$ cat src/sv/hashed_key_table_linear_probe_macros.svh
// ---------------------------------------------------------------------------
// hashed key table assertion macros
// concurrent assertion helpers clocked on clk_i, held off while rst_ni is low
// ---------------------------------------------------------------------------
`ifndef HASHED_KEY_TABLE_LINEAR_PROBE_MACROS_SVH
`define HASHED_KEY_TABLE_LINEAR_PROBE_MACROS_SVH

`ifndef SYNTHESIS

`define HKTLP_ASSERT(lbl, prop, msg) \
  lbl: assert property (@(posedge clk_i) disable iff (!rst_ni) (prop)) \
    else $error(msg);

`define HKTLP_ASSERT_SAME(lbl, ante, cons, msg) \
  lbl: assert property (@(posedge clk_i) disable iff (!rst_ni) (ante) |-> (cons)) \
    else $error(msg);

`define HKTLP_ASSERT_NEXT(lbl, ante, cons, msg) \
  lbl: assert property (@(posedge clk_i) disable iff (!rst_ni) (ante) |=> (cons)) \
    else $error(msg);

`else

`define HKTLP_ASSERT(lbl, prop, msg)

`define HKTLP_ASSERT_SAME(lbl, ante, cons, msg)

`define HKTLP_ASSERT_NEXT(lbl, ante, cons, msg)

`endif

`endif

$ cat src/sv/hktlp_pkg.sv
// ---------------------------------------------------------------------------
// hktlp_pkg
// shared constants, codes, hash coefficients and control types of the table
// ---------------------------------------------------------------------------
package hktlp_pkg;

  localparam int SLOTS      = 64;
  localparam int KEY_BYTES  = 8;
  localparam int VALUE_BITS = 32;

  localparam int IDX_W       = $clog2(SLOTS);
  localparam int KEY_W       = 64;
  localparam int IN_VALUE_W  = 32;
  localparam int OUT_VALUE_W = 32;
  localparam int BCNT_W      = (KEY_BYTES > 1) ? $clog2(KEY_BYTES) : 1;
  localparam int COEF_IDX_W  = 4;
  localparam int PROD_W      = 72;
  localparam int ACC_W       = 76;
  localparam int HASH_LSB    = 64;

  typedef enum logic [1:0] {
    MODE_INSERT = 2'd0,
    MODE_LOOKUP = 2'd1,
    MODE_REMOVE = 2'd2
  } mode_e;

  typedef enum logic [2:0] {
    ST_INSERTED  = 3'd0,
    ST_UPDATED   = 3'd1,
    ST_FOUND     = 3'd2,
    ST_NOT_FOUND = 3'd3,
    ST_REMOVED   = 3'd4,
    ST_FULL      = 3'd5
  } status_e;

  typedef enum logic [1:0] {
    SLOT_EMPTY = 2'd0,
    SLOT_USED  = 2'd1,
    SLOT_TOMB  = 2'd2
  } slot_e;

  typedef enum logic [1:0] {
    WR_NEW    = 2'd0,
    WR_UPDATE = 2'd1,
    WR_TOMB   = 2'd2
  } wr_sel_e;

  typedef struct packed {
    slot_e                 state;
    logic [KEY_W-1:0]      key;
    logic [VALUE_BITS-1:0] value;
  } entry_t;

  localparam int ENTRY_W = $bits(entry_t);

  typedef struct packed {
    logic    cap;
    logic    hash_step;
    logic    probe_init;
    logic    rd;
    logic    chk;
    logic    wr;
    wr_sel_e wr_sel;
    logic    res_load;
    status_e res_status;
    logic    res_take_value;
    logic    out_load;
  } dp_cmd_t;

  typedef struct packed {
    mode_e mode;
    logic  hash_last;
    slot_e slot;
    logic  key_match;
    logic  have_free;
    logic  probe_last;
  } dp_stat_t;

  function automatic logic [63:0] coef(input logic [COEF_IDX_W-1:0] idx);
    logic [63:0] c;
    case (idx)
      4'd0:    c = 64'h9e3779b97f4a7c15;
      4'd1:    c = 64'hbf58476d1ce4e5b9;
      4'd2:    c = 64'h94d049bb133111eb;
      4'd3:    c = 64'hd6e8feb86659fd93;
      4'd4:    c = 64'ha5a3564e27f5a1c3;
      4'd5:    c = 64'h8d58ac26afe12e47;
      4'd6:    c = 64'hc3a5c85c97cb3127;
      4'd7:    c = 64'hb492b66fbe98f273;
      4'd8:    c = 64'h9ae16a3b2f90404f;
      default: c = '0;
    endcase
    return c;
  endfunction

  function automatic logic [KEY_W-1:0] key_mask(input logic [KEY_W-1:0] k);
    logic [KEY_W-1:0] m;
    m = '0;
    for (int i = 0; i < KEY_BYTES; i++) begin
      m[8*i +: 8] = 8'hff;
    end
    return k & m;
  endfunction

endpackage

$ cat src/sv/hktlp_ctrl.sv
// ---------------------------------------------------------------------------
// hktlp_ctrl
// request sequencer: hash, probe slots one by one, update table, hand off word
// ---------------------------------------------------------------------------
module hktlp_ctrl (
  input  logic                clk_i,
  input  logic                rst_ni,
  input  logic                req_valid_i,
  output logic                req_ready_o,
  output logic                rsp_valid_o,
  input  logic                rsp_ready_i,
  input  hktlp_pkg::dp_stat_t stat_i,
  output hktlp_pkg::dp_cmd_t  cmd_o
);

  typedef enum logic [2:0] {
    S_IDLE,
    S_HASH,
    S_INIT,
    S_RD,
    S_CHK,
    S_DONE
  } state_e;

  state_e state_q, state_d;
  logic   out_valid_q, out_valid_d;
  logic   hit, miss, free_now;

  assign req_ready_o = (state_q == S_IDLE);
  assign rsp_valid_o = out_valid_q;

  always_comb begin
    state_d     = state_q;
    cmd_o       = '0;
    out_valid_d = out_valid_q && !rsp_ready_i;
    free_now    = stat_i.have_free || stat_i.slot != hktlp_pkg::SLOT_USED;
    hit         = stat_i.slot == hktlp_pkg::SLOT_USED && stat_i.key_match;
    miss        = !hit && (stat_i.probe_last || (stat_i.slot != hktlp_pkg::SLOT_USED &&
                                                 stat_i.slot != hktlp_pkg::SLOT_TOMB));
    case (state_q)
      S_IDLE: begin
        if (req_valid_i) begin
          cmd_o.cap = 1'b1;
          state_d   = S_HASH;
        end
      end
      S_HASH: begin
        cmd_o.hash_step = 1'b1;
        if (stat_i.hash_last) begin
          state_d = S_INIT;
        end
      end
      S_INIT: begin
        if (stat_i.mode inside {hktlp_pkg::MODE_INSERT, hktlp_pkg::MODE_LOOKUP,
                                hktlp_pkg::MODE_REMOVE}) begin
          cmd_o.probe_init = 1'b1;
          state_d          = S_RD;
        end else begin
          cmd_o.res_load   = 1'b1;
          cmd_o.res_status = hktlp_pkg::ST_NOT_FOUND;
          state_d          = S_DONE;
        end
      end
      S_RD: begin
        cmd_o.rd = 1'b1;
        state_d  = S_CHK;
      end
      S_CHK: begin
        cmd_o.chk = 1'b1;
        if (hit) begin
          cmd_o.res_load = 1'b1;
          state_d        = S_DONE;
          case (stat_i.mode)
            hktlp_pkg::MODE_INSERT: begin
              cmd_o.wr         = 1'b1;
              cmd_o.wr_sel     = hktlp_pkg::WR_UPDATE;
              cmd_o.res_status = hktlp_pkg::ST_UPDATED;
            end
            hktlp_pkg::MODE_LOOKUP: begin
              cmd_o.res_status     = hktlp_pkg::ST_FOUND;
              cmd_o.res_take_value = 1'b1;
            end
            hktlp_pkg::MODE_REMOVE: begin
              cmd_o.wr             = 1'b1;
              cmd_o.wr_sel         = hktlp_pkg::WR_TOMB;
              cmd_o.res_status     = hktlp_pkg::ST_REMOVED;
              cmd_o.res_take_value = 1'b1;
            end
            default: begin
              cmd_o.res_status = hktlp_pkg::ST_NOT_FOUND;
            end
          endcase
        end else if (miss) begin
          cmd_o.res_load = 1'b1;
          state_d        = S_DONE;
          if (stat_i.mode == hktlp_pkg::MODE_INSERT) begin
            if (free_now) begin
              cmd_o.wr         = 1'b1;
              cmd_o.wr_sel     = hktlp_pkg::WR_NEW;
              cmd_o.res_status = hktlp_pkg::ST_INSERTED;
            end else begin
              cmd_o.res_status = hktlp_pkg::ST_FULL;
            end
          end else begin
            cmd_o.res_status = hktlp_pkg::ST_NOT_FOUND;
          end
        end else begin
          state_d = S_RD;
        end
      end
      S_DONE: begin
        if (!out_valid_q || rsp_ready_i) begin
          cmd_o.out_load = 1'b1;
          out_valid_d    = 1'b1;
          state_d        = S_IDLE;
        end
      end
      default: begin
        state_d = S_IDLE;
      end
    endcase
  end

  always_ff @(posedge clk_i or negedge rst_ni) begin
    if (!rst_ni) begin
      state_q     <= S_IDLE;
      out_valid_q <= 1'b0;
    end else begin
      state_q     <= state_d;
      out_valid_q <= out_valid_d;
    end
  end

endmodule

$ cat config.mk
export PLATFORM = sky130hd
export DESIGN_NAME = hktlp_ctrl
export DESIGN_NICKNAME = d
export VERILOG_FILES = /design/src/sv/hashed_key_table_linear_probe_macros.svh /design/src/sv/hktlp_pkg.sv /design/src/sv/hktlp_ctrl.sv
export SDC_FILE = /design/constraint.sdc
export NUM_CORES = 1
export LEC_CHECK = 0
export BUFFER_PORTS_ARGS = -buffer_cell sky130_fd_sc_hd__buf_2
export CORE_AREA = 3 3 40 42
export CTS_CLUSTER_SIZE = 25
export DETAILED_ROUTE_END_ITERATION = 6
export DIE_AREA = 0 0 43 45
export PLACE_DENSITY_LB_ADDON = 0.2
export SLEW_MARGIN = 20
export SYNTH_ARGS = -nofsm -noshare
export SYNTH_HDL_FRONTEND = slang
export SYNTH_SLANG_ARGS = --single-unit
$ cat constraint.sdc
create_clock -name clk_i -period 1.6 [get_ports clk_i]
set_input_delay 0.08 -clock clk_i [delete_from_list [all_inputs] [get_ports clk_i]]
set_output_delay 0.08 -clock clk_i [all_outputs]
set_load 0.02 [all_outputs]
==> results.yml, run 1 <==
finish:
  area.sequential_um2: 100
  design.final.nets: 122
  diodes: 0
  drive_gt1_share_pct: 42.0
  stdcell_area_um2: 772
  final.fill_count: 124
  p_r_area_growth_vs_syn_pct: 41.2
  area_of_the_multi_input_gates_um2: 423
  post-route-util_pct: 60.1
detailed_routing:
  vias: 599
  first_pass_iters: 4
  drt_drc_violations_left: 0
  viasPerCell: 5.21
  final_wl_um: 1370
  ant_nets: 0
  first_iter_violations: 7
  avgRoutedWirePerCell_um: 11.9
grt:
  grt_pass1_vias: 530
  overflow: 0
  grt_usage_pct: 16.2
  grt_pass1_wl_um: 2300
  grt_antenna_before_repair: 0
  pin_count_of_the_biggest_net_entering_global_routing: 12
critical_path:
  cp_max_fo: 4
  timing.critical_path.required_ps: 1520
  critPathCaptureType: "primary output"
  worstPathArrival_ps: 1480
  path_class: "reg -> out"
  reg2regPathDepth: 3
  critical_path.startpoint_type: "register"
timing:
  worst_slew_margin_rel_pct: 69.8
  skew_ps: 3.11
  timing_max_transition_violations_final: 0
  max_freq_mhz: 641
  final.setup.worst_slack_ps: 40.4
  finalWorstPathRequiredPeriod_ps: 1560
  finalCritPeriodShare_pct: 97.5
  setup_violations: 0
  fin_worst_hold_slack_ps: 162
  rsz0062_at_grt: "yes"
  worst_pin_slew_ps: 449
  timing_hold_violations_final: 0
synthesis:
  synth-adder-area-share_pct: 18.3
  largest_family_of_logic_cells_by_synthesized_area: "simple AND/OR/NAND/NOR gates"
  xor_xnor_share_of_the_synthesized_area_pct: 0
  yosysTopAreaCell: "sky130_fd_sc_hd__dfrtp_1"
  yosys_warnings: 0
  synth_simple_gate_area_share_pct: 36.6
  register_area_share_after_synthesis_pct: 18.3
  yosys-top-cells-area: "sky130_fd_sc_hd__dfrtp_1, sky130_fd_sc_hd__ha_1, sky130_fd_sc_hd__and2_1, sky130_fd_sc_hd__and3_1, sky130_fd_sc_hd__o31ai_2"
  syn-num-nets: 86
  synth-seq-cells: 4
  mux_share_of_post_synthesis_cell_area_pct: 0
  syn_area_um2: 547
  synth.distinct_cells: 28
  synth_area_in_compound_gates_pct: 19.9
  netlist.area_leader.share_pct: 18.3
  synthCells: 66
  synth_area_per_cell_um2: 8.28
floorplan:
  floorplan.rows: 13
  top_level_ports: 28
  dieWidth_um: 43
  die-area_mm2: 0.00194
  die-height_um: 45
  design.core.area_mm2: 0.00128
  start_util_pct: 42.6
placed_design:
  placement.cell_area_um2: 721
  detailedPlacementHpwl_um: 1080
  gpl.final_weighted_congestion: 0.694
  numPortBuffers: 27
  dp_slack_ps: 231
outcome:
  run_status: "finished clean"
worst_hold_path:
  class_of_the_most_critical_hold_timing_path: "in -> reg"
  min_path_cells: 3
clocking:
  h_tree_levels: 1
  ctsRootBufferMaster: "sky130_fd_sc_hd__clkbuf_4"
  clock_path_buffers: 2
  clock_sink_count: 4
  insertion_delay_ps: 230
  cts_tree: "yes"
  tritoncts.num_buffers: 3
  clkSlewWorstSetupHoldPaths_ps: 40
pwr:
  power.density_mw_per_mm2: 1370
  leakage_power_summed_over_all_cells_nw: 0.431
  max-vdd-ir-drop_v: 0.000713
flow_run:
  maxCapViolations: 0
[registers in the layout, summed over array words and instances, names as in the netlist]
signal	flops
state_q	3
rsp_valid_o	1
[kinds of logic (layout without fill, tap and decap cells)]
family / after synthesis / after routing
adders and majority gates: 8 / 8
AOI/OAI and AO/OA: 15 / 15
buffers and inverters: 7 / 41
DFF: 4 / 4
and+or+nand+nor: 32 / 32
[layout by cell type, fill, tap and decap left out, drive strengths merged]
cell / Yosys / layout
a21oi: 4 / 4
dlygate4sd3: 0 / 1
clkbuf: 1 / 3
nand2b: 3 / 3
o31ai: 3 / 3
o22a: 1 / 1
nor3: 4 / 4
nand3: 2 / 2
and2: 4 / 4
nor3b: 2 / 2
o41ai: 1 / 1
and3: 4 / 4
buf: 2 / 33
inv: 4 / 4
a311oi: 1 / 1
nor2: 3 / 3
nor4bb: 1 / 1
nor4: 1 / 1
o21ai: 3 / 3
o21a: 2 / 2
nor4b: 1 / 1
dfrtp: 4 / 4
nand2: 3 / 3
ha: 8 / 8
nor2b: 2 / 2
nand3b: 2 / 2
[worst max-delay path: stages (launching register included)]
cell	delay (ps)
sky130_fd_sc_hd__dfrtp_1	400
sky130_fd_sc_hd__nor3b_4	270
sky130_fd_sc_hd__o31ai_2	150
sky130_fd_sc_hd__o31ai_2	240
sky130_fd_sc_hd__buf_2	190
[stage by stage]
step	total power [mW]	setup TNS, ps	instances
floorplan	0.690	-9.28	66
global placement	0.903	0	110
detailed placement	0.906	0	110
CTS	1.04	0	114
global route	1.16	-45.0	115
finish	1.06	0	115
[layer usage]
layer | track usage [%] | wire length [um] | vias up | share of wire, %
met2 | 24.9 | 643 | 16 | 47
met4 | 10.8 | 14 | 0 | 1.0
met5 | 0 | 0 | - | 0
met1 | 20.8 | 637 | 272 | 47
met3 | 2.79 | 70 | 2 | 5.1
li1 | - | - | 309 | -
[report_power, final]
group          internal [mW]  switching (mW)
sequential             0.151          0.0347
combinational          0.325           0.427
clock                 0.0837          0.0389
total                  0.559           0.501
[final timing paths]
kind,start,slack (ps),end
max in group asynchronous,rst_ni,1310,state_q[2]
min in group asynchronous,rst_ni,170,state_q[0]
min,stat_i[0],160,state_q[2]
max reg2reg,state_q[0],320,state_q[1]
max,state_q[0],40,cmd_o[2]
min reg2reg,state_q[1],680,state_q[2]
[cell usage after synthesis]
| library cell | number |
|---|---|
| sky130_fd_sc_hd__nor4b_1 | 1 |
| sky130_fd_sc_hd__nand2b_1 | 3 |
| sky130_fd_sc_hd__nor4bb_1 | 1 |
| sky130_fd_sc_hd__nor2_1 | 3 |
| sky130_fd_sc_hd__nor3b_1 | 1 |
| sky130_fd_sc_hd__nor4_1 | 1 |
| sky130_fd_sc_hd__o31ai_1 | 1 |
| sky130_fd_sc_hd__o21a_1 | 2 |
| sky130_fd_sc_hd__clkbuf_1 | 1 |
| sky130_fd_sc_hd__buf_6 | 1 |
| sky130_fd_sc_hd__nand2_1 | 3 |
| sky130_fd_sc_hd__buf_4 | 1 |
| sky130_fd_sc_hd__o41ai_1 | 1 |
| sky130_fd_sc_hd__o21ai_0 | 3 |
| sky130_fd_sc_hd__o31ai_2 | 2 |
| sky130_fd_sc_hd__o22a_1 | 1 |
| sky130_fd_sc_hd__and2_1 | 4 |
| sky130_fd_sc_hd__a311oi_1 | 1 |
| sky130_fd_sc_hd__inv_1 | 4 |
| sky130_fd_sc_hd__nor3b_4 | 1 |
| sky130_fd_sc_hd__and3_1 | 4 |
| sky130_fd_sc_hd__nand3_1 | 2 |
| sky130_fd_sc_hd__nor3_1 | 4 |
| sky130_fd_sc_hd__ha_1 | 8 |
| sky130_fd_sc_hd__a21oi_1 | 4 |
| sky130_fd_sc_hd__dfrtp_1 | 4 |
| sky130_fd_sc_hd__nor2b_1 | 2 |
| sky130_fd_sc_hd__nand3b_1 | 2 |
[final cells by class]
| class | instances | area share (%) |
|---|---|---|
| clock buffer | 3 | 2.92 |
| inverter | 4 | 1.94 |
| multi-input combinational | 55 | 54.8 |
| sequential | 4 | 13.0 |
| tap | 15 | 2.43 |
| timing repair buffer | 34 | 25.0 |
[timing repair]
| item | CTS | global route |
|---|---|---|
| pin swaps | 1 | 1 |
| endpoints found under the hold margin | 4 | 0 |
| resized for setup | 0 | 4 |
| buffers inserted | 0 | 1 |
| hold buffers | 1 | 0 |
| endpoints found under the setup margin | 1 | 4 |
Note: power is estimated with default switching activity, not from simulation.
==> run 2, diff against run 1 <==
--- a/config.mk
+++ b/config.mk
@@ -10,7 +10,7 @@
 export CTS_CLUSTER_SIZE = 25
 export DETAILED_ROUTE_END_ITERATION = 6
 export DIE_AREA = 0 0 43 45
-export PLACE_DENSITY_LB_ADDON = 0.2
+export PLACE_DENSITY_LB_ADDON = 0.12
 export SLEW_MARGIN = 20
 export SYNTH_ARGS = -nofsm -noshare
 export SYNTH_HDL_FRONTEND = slang
==> constraint.sdc (replaced) <==
create_clock -name clk_i -period 1.6 [get_ports clk_i]
set_input_delay 0.32 -clock clk_i [delete_from_list [all_inputs] [get_ports clk_i]]
set_output_delay 0.32 -clock clk_i [all_outputs]
set_load 0.02 [all_outputs]
==> results.yml, run 2 (synthesis results as in run 1) <==
critical_path:
  critical_path.reg2reg.endpoint: "state_q[2]"
  r2r-start: "state_q[1]"
  cp_slowest_stage_delay_ps: 410
  cp_common_cell: "sky130_fd_sc_hd__buf_6"
  timing.critical_path.required_ps: 1280
  crit_end: "cmd_o[3]"
  path_buf_inv: 2
  critical_path.startpoint_type: "register"
  critPathCaptureType: "primary output"
  path_class: "reg -> out"
  timing.critical_path.max_delay_family: "flip-flops"
  crit_slowest_cell: "sky130_fd_sc_hd__dfrtp_1"
  crit_path_start: "state_q[0]"
  cp_max_fo: 7
  cp.depth: 5
  worstPathArrival_ps: 1450
  path_cells: "nor3b_4 > buf_6 > o31ai_2 > o21ai_2 > buf_6"
  reg2regPathDepth: 7
  worst-r2r-setup-slack_ps: 120
outcome:
  violations: "negative setup slack"
  run_status: "finished with violations"
worst_hold_path:
  timing.hold.worst.start: "rsp_ready_i"
  class_of_the_most_critical_hold_timing_path: "in -> reg"
floorplan:
  dieWidth_um: 43
  start_util_pct: 42.6
  die-height_um: 45
  top_level_ports: 28
  die-area_mm2: 0.00194
  floorplan.rows: 13
  design.core.area_mm2: 0.00128
pwr:
  power.share.sequential_pct: 12.7
  p_switching_mw: 0.712
  power.share.switching_pct: 44.8
  leakage_power_summed_over_all_cells_nw: 0.597
  power_mw: 1.59
  intPower_mw: 0.878
  clkPwrFrac_pct: 8.6
  comb_power_share_pct: 78.7
  max-vdd-ir-drop_v: 0.000886
  power.density_mw_per_mm2: 1340
grt:
  grt_pass1_wl_um: 3140
  overflow: 0
  grt_usage_pct: 21.5
  grt_antenna_before_repair: 0
  grt.met1_usage_pct: 26.2
  grt_pass1_vias: 701
  use_met3_pct: 3.98
  pin_count_of_the_biggest_net_entering_global_routing: 12
  globalRoute.busiestLayer: "met2"
  use_met2_pct: 39.2
finish:
  layout_common_cells: "sky130_fd_sc_hd__buf_4, sky130_fd_sc_hd__buf_6, sky130_fd_sc_hd__buf_2, sky130_fd_sc_hd__ha_1"
  largest_register_ffs: 3
  area_of_the_multi_input_gates_um2: 559
  stdcell_area_mm2: 0.00118
  diodes: 0
  design.final.nets: 143
  post-route-util_pct: 92.1
  area.sequential_um2: 100
  mostFrequentLayoutCell: "sky130_fd_sc_hd__buf_4"
  p_r_area_growth_vs_syn_pct: 116
  layout.cells.non_filler: 136
  drive_gt1_share_pct: 66.9
  final.fill_count: 50
  largest-register: "state_q"
clocking:
  clkSlewWorstSetupHoldPaths_ps: 40
  clock_path_buffers: 2
  insertion_delay_ps: 250
  h_tree_levels: 1
  tritoncts.num_buffers: 3
  clock_sink_count: 4
  cts_tree: "yes"
  ctsRootBufferMaster: "sky130_fd_sc_hd__clkbuf_4"
placed_design:
  gpl.final_weighted_congestion: 0.725
  dp_slack_ps: -156
  detailedPlacementHpwl_um: 1170
  placed_cells_incl_taps: 120
  numPortBuffers: 27
  placement.cell_area_um2: 827
detailed_routing:
  avgRoutedWirePerCell_um: 18.7
  ant_nets: 0
  viasPerCell: 5.77
  final_wl_um: 2550
  drt_drc_violations_left: 0
  first_iter_violations: 19
  vias: 785
  first_pass_iters: 4
timing:
  timing_hold_violations_final: 0
  rsz0062_at_grt: "yes"
  fin_worst_hold_slack_ps: 416
  max_freq_mhz: 564
  skew_ps: 7.20
  worst_pin_slew_ps: 374
  finalWorstPathRequiredPeriod_ps: 1770
  final.setup.worst_slack_ps: -172
  timing_max_transition_violations_final: 0
  finalSetupTns_ps: -1430
  setup_violations: 14
  finalCritPeriodShare_pct: 111
  worst_slew_margin_rel_pct: 74.8
flow_run:
  maxCapViolations: 0
## run 2: cell types whose count changed in the layout (fill, tap and decap cells not counted), moves of 3 or more
| cell | before | now |
|---|---|---|
| sky130_fd_sc_hd__buf_2 | 26 | 13 |
| sky130_fd_sc_hd__ha_1 | 8 | 5 |
| sky130_fd_sc_hd__and2_4 | 0 | 3 |
| sky130_fd_sc_hd__and2_1 | 4 | 1 |
| sky130_fd_sc_hd__inv_1 | 4 | 1 |
| sky130_fd_sc_hd__buf_4 | 7 | 22 |
| sky130_fd_sc_hd__buf_6 | 0 | 18 |
## run 2: per-layer routing
layer | up-vias | share of wire, %
li1 | 354 | -
met4 | 0 | 2.0
met3 | 7 | 4.5
met2 | 38 | 50
met1 | 386 | 44
met5 | - | 0
## run 2: area by class of cell
class	instances	area share (%)
clock buffers	3	1.90
inverters	4	1.69
multi-input cells	55	47.3
flip-flops and latches	4	8.46
well taps	15	1.59
repair buffers	55	39.1
## run 2: power groups by stage
stage | clock network [mW] | logic, mW | registers [mW]
6_report | 0.137 | 1.25 | 0.202
5_1_grt | 0.141 | 1.32 | 0.205
4_1_cts | 0.132 | 1.00 | 0.194
3_5_place_dp | 0 | 0.799 | 0.194
3_3_place_gp | 0 | 0.795 | 0.193
2_1_floorplan | 0 | 0.506 | 0.203
## run 2: repair_timing
| item | CTS | global route |
|---|---|---|
| gates resized for setup | 41 | 18 |
| pin swaps | 7 | 9 |
| hold endpoints to repair | 4 | 0 |
| buffers inserted | 6 | 8 |
| hold buffers | 1 | 0 |
| endpoints found under the setup margin | 12 | 14 |
## run 2: worst min path at each step
stage                              to  slack, ps  cells past startpoint
after floorplan           rsp_valid_o         20                      0
after global placement     state_q[2]        130                      1
after detailed placement   state_q[2]        130                      1
after CTS                 rsp_valid_o        400                      3
after global routing      rsp_valid_o        430                      3
final                     rsp_valid_o        420                      3
## run 2: worst min-delay path: cells and delay by family
kind | cells | cell delay (ps)
simple gates | 2 | 200
buf+inv | 1 | 90
